--- src/hw/rtl/lms_pkg.sv ---
// Shared types and codes of the Laplacian mesh smoother.
// Used by the controller, the datapath, the top level and the checker.
`timescale 1ns / 1ps
`default_nettype none

package lms_pkg;

  localparam int NODE_W  = 10;
  localparam int COORD_W = 32;
  localparam int ITER_W  = 16;
  localparam int MOVE_W  = 64;
  localparam int EXT_W   = 17;

  typedef enum logic [1:0] {
    OP_WRITE = 2'd0,
    OP_ADD   = 2'd1,
    OP_RUN   = 2'd2,
    OP_READ  = 2'd3
  } op_e;

  typedef enum logic [1:0] {
    STATUS_OK      = 2'd0,
    STATUS_IGNORED = 2'd1,
    STATUS_DONE    = 2'd2
  } status_e;

  typedef enum logic [0:0] {
    CFG_MAX_ITER  = 1'b0,
    CFG_THRESHOLD = 1'b1
  } cfg_idx_e;

  typedef struct packed {
    op_e                        op;
    logic [NODE_W-1:0]          node;
    logic signed [COORD_W-1:0]  pos_x;
    logic signed [COORD_W-1:0]  pos_y;
    logic                       pinned;
    logic [NODE_W-1:0]          neighbour;
  } in_t;

  typedef struct packed {
    logic [NODE_W-1:0]          out_node;
    logic signed [COORD_W-1:0]  out_x;
    logic signed [COORD_W-1:0]  out_y;
    logic [ITER_W-1:0]          passes_done;
    logic [MOVE_W-1:0]          last_max_move;
    status_e                    status;
  } out_t;

  typedef struct packed {
    logic item_load;
    logic clr_en;
    logic run_start;
    logic item_exec;
    logic pass_init;
    logic node_rd;
    logic node_chk;
    logic k_wait;
    logic k_acc;
    logic div_start;
    logic diff;
    logic sq_x;
    logic sq_y;
    logic upd_max;
    logic node_next;
    logic pass_end;
    logic run_done;
  } cmd_t;

  typedef struct packed {
    logic out_busy;
    logic item_is_run;
    logic i_last;
    logic skip_node;
    logic k_last;
    logic div_busy;
    logic run_more;
  } stat_t;

endpackage

`default_nettype wire

--- src/hw/rtl/lms_ctrl.sv ---
// Controller state machine of the Laplacian mesh smoother.
// Depends on lms_pkg; drives the datapath through cmd_t and reads stat_t.
`timescale 1ns / 1ps
`default_nettype none

module lms_ctrl import lms_pkg::*; (
  input  logic  clk_i,
  input  logic  rst_ni,
  input  logic  in_valid_i,
  output logic  in_ready_o,
  input  stat_t stat_i,
  output cmd_t  cmd_o
);

  typedef enum logic [18:0] {
    S_CLEAR     = 19'h00001,
    S_IDLE      = 19'h00002,
    S_ITEM_RD   = 19'h00004,
    S_ITEM_EXEC = 19'h00008,
    S_PASS_INIT = 19'h00010,
    S_NODE_RD   = 19'h00020,
    S_NODE_CHK  = 19'h00040,
    S_K_RD      = 19'h00080,
    S_K_WAIT    = 19'h00100,
    S_K_ACC     = 19'h00200,
    S_DIV_GO    = 19'h00400,
    S_DIV       = 19'h00800,
    S_DIFF      = 19'h01000,
    S_SQ_X      = 19'h02000,
    S_SQ_Y      = 19'h04000,
    S_MAX       = 19'h08000,
    S_NODE_NEXT = 19'h10000,
    S_PASS_END  = 19'h20000,
    S_RUN_DONE  = 19'h40000
  } state_e;

  state_e state_q, state_d;
  logic   accept;

  assign in_ready_o = (state_q == S_IDLE) && !stat_i.out_busy;
  assign accept     = in_valid_i && in_ready_o;

  always_comb begin
    state_d = state_q;
    cmd_o   = '0;
    unique case (state_q)
      S_CLEAR: begin
        cmd_o.clr_en = 1'b1;
        if (stat_i.i_last) state_d = S_IDLE;
      end
      S_IDLE: begin
        if (accept) begin
          cmd_o.item_load = 1'b1;
          state_d         = S_ITEM_RD;
        end
      end
      S_ITEM_RD: begin
        if (stat_i.item_is_run) begin
          cmd_o.run_start = 1'b1;
          state_d         = S_PASS_INIT;
        end else begin
          state_d = S_ITEM_EXEC;
        end
      end
      S_ITEM_EXEC: begin
        cmd_o.item_exec = 1'b1;
        state_d         = S_IDLE;
      end
      S_PASS_INIT: begin
        cmd_o.pass_init = 1'b1;
        state_d         = S_NODE_RD;
      end
      S_NODE_RD: begin
        cmd_o.node_rd = 1'b1;
        state_d       = S_NODE_CHK;
      end
      S_NODE_CHK: begin
        cmd_o.node_chk = 1'b1;
        state_d        = stat_i.skip_node ? S_NODE_NEXT : S_K_RD;
      end
      S_K_RD: begin
        state_d = S_K_WAIT;
      end
      S_K_WAIT: begin
        cmd_o.k_wait = 1'b1;
        state_d      = S_K_ACC;
      end
      S_K_ACC: begin
        cmd_o.k_acc = 1'b1;
        state_d     = stat_i.k_last ? S_DIV_GO : S_K_RD;
      end
      S_DIV_GO: begin
        cmd_o.div_start = 1'b1;
        state_d         = S_DIV;
      end
      S_DIV: begin
        if (!stat_i.div_busy) state_d = S_DIFF;
      end
      S_DIFF: begin
        cmd_o.diff = 1'b1;
        state_d    = S_SQ_X;
      end
      S_SQ_X: begin
        cmd_o.sq_x = 1'b1;
        state_d    = S_SQ_Y;
      end
      S_SQ_Y: begin
        cmd_o.sq_y = 1'b1;
        state_d    = S_MAX;
      end
      S_MAX: begin
        cmd_o.upd_max = 1'b1;
        state_d       = S_NODE_NEXT;
      end
      S_NODE_NEXT: begin
        cmd_o.node_next = 1'b1;
        state_d         = stat_i.i_last ? S_PASS_END : S_NODE_RD;
      end
      S_PASS_END: begin
        cmd_o.pass_end = 1'b1;
        state_d        = stat_i.run_more ? S_PASS_INIT : S_RUN_DONE;
      end
      S_RUN_DONE: begin
        cmd_o.run_done = 1'b1;
        state_d        = S_IDLE;
      end
      default: begin
        state_d = S_IDLE;
      end
    endcase
  end

  always_ff @(posedge clk_i or negedge rst_ni) begin
    if (!rst_ni) begin
      state_q <= S_CLEAR;
    end else begin
      state_q <= state_d;
    end
  end

endmodule

`default_nettype wire

--- config.mk ---
export PLATFORM = sky130hd
export DESIGN_NAME = lms_ctrl
export DESIGN_NICKNAME = d
export VERILOG_FILES = /design/src/hw/rtl/lms_pkg.sv /design/src/hw/rtl/lms_ctrl.sv
export SDC_FILE = /design/constraint.sdc
export NUM_CORES = 1
export LEC_CHECK = 0
export BUFFER_PORTS_ARGS = -buffer_cell sky130_fd_sc_hd__buf_4
export CORE_MARGIN = 3
export CORE_UTILIZATION = 30
export DETAILED_ROUTE_END_ITERATION = 6
export GPL_TIMING_DRIVEN = 0
export PLACE_DENSITY = 0.6
export SLEW_MARGIN = 20
export SYNTH_ARGS = -nofsm -noshare
export SYNTH_HDL_FRONTEND = slang
export SYNTH_SLANG_ARGS = --single-unit
--- constraint.sdc ---
create_clock -name clk_i -period 2.9 [get_ports clk_i]
set_input_delay 0.29 -clock clk_i [delete_from_list [all_inputs] [get_ports clk_i]]
set_output_delay 0.29 -clock clk_i [all_outputs]
set_load 0.005 [all_outputs]
## After elaboration in Yosys (flattened, before gate mapping)

Index checks and enable logic that the tools add are counted.

- Equality and inequality tests: 22
- Multiplexer cells: 28
- Reduce and logical (&&, ||, !) cells: 4

Operator list:

| kind | count |
|---|---|
| 19-bit one-hot mux with 17 select lines | 1 |
| 19-bit 2-to-1 mux | 4 |
| 19-bit by 1-bit == test with 1-bit output (second input constant) | 1 |
| 19-bit by 10-bit == test with 1-bit output (second input constant) | 1 |
| 19-bit by 11-bit == test with 1-bit output (second input constant) | 1 |
| 19-bit by 12-bit == test with 1-bit output (second input constant) | 1 |
| 19-bit by 13-bit == test with 1-bit output (second input constant) | 1 |
| 19-bit by 14-bit == test with 1-bit output (second input constant) | 1 |
| 19-bit by 15-bit == test with 1-bit output (second input constant) | 1 |
| 19-bit by 16-bit == test with 1-bit output (second input constant) | 1 |
| 19-bit by 17-bit == test with 1-bit output (second input constant) | 1 |
| 19-bit by 18-bit == test with 1-bit output (second input constant) | 1 |
| 19-bit == test (second input constant) | 1 |
| 19-bit by 2-bit == test with 1-bit output (second input constant) | 1 |
| 19-bit by 3-bit == test with 1-bit output (second input constant) | 1 |
| 19-bit by 4-bit == test with 1-bit output (second input constant) | 1 |
| 19-bit by 5-bit == test with 1-bit output (second input constant) | 1 |
| 19-bit by 6-bit == test with 1-bit output (second input constant) | 1 |
| 19-bit by 7-bit == test with 1-bit output (second input constant) | 1 |
| 19-bit by 8-bit == test with 1-bit output (second input constant) | 1 |
| 19-bit by 9-bit == test with 1-bit output (second input constant) | 1 |
| 1-bit 2-to-1 mux | 19 |
| 18-bit 2-to-1 mux | 1 |
| 17-bit 2-to-1 mux | 1 |
| other kinds (6) | 9 |

- Bits of input ports: 10
- Logic and storage cells: 55
- Register bits after elaboration: 19
- Output and inout bits: 18

## Longest topological paths before layout

- Word-level depth: 5
- Gate-level depth with buffers: 6
- Gate-level depth less buffers: 5

## Worst setup path before layout

OpenSTA, ideal clock, no wires.

- Kind: register -> output
- From: register state_q[1]
- To: output port cmd_o[4] (netlist bit)
- Data required time: 2610 ps
- Buffers on the path: 1
- Arrival: 2190 ps
- Slack: 420 ps
- Cell stages (with the launch flop): 6
- Cells stage by stage: dfrtp_1 -> or4_1 -> buf_2 -> or4b_4 -> or3_4 -> nor3b_1

RTL lines:

| item | line | text |
|---|---|---|
| from (decl) | lms_ctrl.sv:37 | `state_e state_q, state_d;` |
| from (signal assigned) | lms_ctrl.sv:137 | `state_q <= state_d;` |
| to (decl) | lms_ctrl.sv:12 | `output cmd_t cmd_o` |

==> impl_metrics.csv <==
group,metric,value,unit
run_status,outcome,"finished, final reports clean",
cells_and_area,finish.instance_area,0.00151,mm²
sta,setup_tns,0,ns
min_path,holdPathStages,2,
critical_path,crit_type,"reg2out",
yosys,synthTopCellsByArea,"dfrtp_1, nor4b_1, nor3b_1, nor2b_1, a21o_1",
yosys,syn_avg_cell_area,10.5,µm²
route,vias,995,
sta,clock.fmax,352,MHz
floorplan,die_w,67.6,µm
clock_network,clockBufferDepth,2,
yosys,yosysWarningCount,0,
floorplan,rows,21,
cells_and_area,area_growth,32.8,%
power,power.leakage,0.767,nW
route,wl,2770,µm
power,powerDensity,490,mW/mm²
grt,grt_pass1_vias,1012,
cells_and_area,layout_commonest_cell,"buf_4",
clock_network,cts_made_buffers,3,
cells_and_area,stdcell_count,191,
route,wl_per_cell,14.5,µm
clock_network,clock_latency,0.26,ns
placement,dp_slack,0.167,ns
cells_and_area,largestRegisters,"state_q: 19 flops",
route,drc_errors,0,
critical_path,path_delay_family,"simple AND/OR/NAND/NOR gates",
job,maxCapViolCount,0,
critical_path,worst-path-buf-inv,1,
cells_and_area,final_cell_mix,"buf_4, dfrtp_1, nor2b_1, nor3b_1",
clock_network,htreeDepth,1,
critical_path,r2r-end,"state_q[7]",
route,drtPass1Iterations,4,
sta,hold_slack,0.188,ns
floorplan,num_io_pins,28,
critical_path,worst_r2r_path_depth,7,
sta,worstMarginPinSlew,0.507,ns
floorplan,core_area,0.00349,mm²
min_path,worst_hold_path_type,"in2reg",
min_path,hp-start,"stat_i[0]",
yosys,synth_cell_types,34,
route,via_per_inst,5.21,
cells_and_area,multi_input_area,663,µm²
grt,antenna_found_initial,0,
critical_path,crit_chain,"or4_4, or4b_4, or3_4, nor3b_4, buf_4",
clock_network,clockRootBuffer,"clkbuf_8",
grt,gr-total-overflow,0,
route,drt-initial-drc-count,23,
placement,gp_congestion,0.771,
power,ir_worst_vdd,182,µV
route,final_antenna_net_count,0,
placement,numPlacedInstances,182,
sta,setup_ws,0.0616,ns
cells_and_area,fill_cells,347,
placement,dp_hpwl,2070,µm
sta,finalClockSkew,0.00277,ns
sta,period_needed,2.84,ns
yosys,synth_fp_nets,119,
floorplan,start_util,32.6,%
critical_path,end_kind,"primary output",
grt,grt_usage,13.6,%
placement,io_buffers,27,
critical_path,r2r_setup_slack,0.33,ns
critical_path,cpMaxStageDelayCell,"or4_4",
min_path,holdPathEnd,"state_q[18]",
yosys,synth_area,0.00114,mm²
cells_and_area,post-route-util,43.3,%
critical_path,reg2reg_from,"state_q[13]",
sta,finalHoldViolCount,0,
clock_network,cts_tree,"yes",
floorplan,die_h,67.6,µm
cells_and_area,drive_above_1_share,33.8,%
yosys,synthCells,109,
yosys,yosys.area.top_type,"dfrtp_1",
floorplan,dieArea,0.00458,mm²
sta,relSlewSlack,66.1,%
critical_path,start_kind,"flip-flop",
grt,grt_max_degree,20,
yosys,synth_top_area_share,39.5,%
sta,finalCritPeriodShare,97.9,%
power,totalPowerFinal,743,µW
clock_network,cts.clk_slew.worst_paths,0.07,ns
critical_path,crit_required,2.61,ns
cells_and_area,fin_nets,156,
sta,setup_violations,0,
cells_and_area,area.sequential,478,µm²
placement,placedInstanceArea,0.00140,mm²
yosys,synth_seq_area_share,41.8,%
sta,finalMaxSlewViolations,0,
yosys,ys_ff_latch,19,
cells_and_area,n_antenna_cell,0,
clock_network,cts.sinks,19,
cells_and_area,largest_reg_flops,19,
cells_and_area,largest_register,"state_q",
critical_path,cp_max_fo,5,
grt,grt_pass1_wl,4640,µm
critical_path,max_stage_delay,0.59,ns
critical_path,arrival,2.55,ns
worst max-delay path by stage:
stage	from	to	cells past startpoint
5_1_grt	state_q[13]	cmd_o[10]	5
6_report	state_q[13]	cmd_o[10]	5
4_1_cts	state_q[14]	cmd_o[10]	5
3_3_place_gp	state_q[1]	cmd_o[3]	6
3_5_place_dp	state_q[1]	cmd_o[3]	6
2_1_floorplan	state_q[1]	cmd_o[4]	5
final cells by class:
class / instances / share of cell area, %
inverters: 4 / 0.992
plain buffers: 1 / 0.248
clock inverters: 1 / 0.331
well taps: 46 / 3.80
clock buffers: 3 / 2.73
multi-input cells: 84 / 43.8
flip-flops and latches: 19 / 31.6
repair buffers: 33 / 16.5
synth_stat cells (all sizes together):
library cell  number
or3                3
nand4              3
a221oi             1
dfrtp             18
and3               2
nor4b              7
and2b              2
a22oi              1
or4b               2
clkbuf             1
inv                4
or4                4
nor3               2
nor2               7
xor2               4
nor2b              9
and2               4
xnor2              1
o211ai             1
a21o               5
dfstp              1
o22a               1
nor3b             11
and4b              2
a22o               1
and3b              4
o21ai              1
nor4               3
nand3b             1
buf                1
a211oi             2
routing by layer:
metal  vias up  GRT usage, %  routed length, µm
li1        484             -                  -
met1       493          16.1               1170
met2        14          23.5               1490
met3         4          2.33                 67
met4         0          6.58                 46
met5         -             0                  0
cells by family (layout without fill, tap and decap cells):
kind of cell	Yosys count	after routing	share of synthesized area, %
flops	19	19	41.8
compound gates	13	13	8.67
buf+inv	6	42	2.08
simple gates	66	66	43.6
xor+xnor	5	5	3.84
where the power goes:
| part | internal (mW) | leakage (nW) | switching (mW) | total (mW) |
|---|---|---|---|---|
| Clock | 0.0955 | 0.0255 | 0.0885 | 0.184 |
| Sequential | 0.277 | 0.256 | 0.00977 | 0.286 |
| Combinational | 0.139 | 0.485 | 0.133 | 0.272 |
what timing repair did:
| item | in CTS | in global routing |
|---|---|---|
| hold buffers | 1 | 0 |
| endpoints found under the setup margin | 3 | 6 |
| endpoints found under the hold margin | 18 | 0 |
| resized for setup | 4 | 4 |
| pin swaps | 4 | 4 |
| buffers inserted | 4 | 1 |
Note: power is estimated with default switching activity, not from simulation.
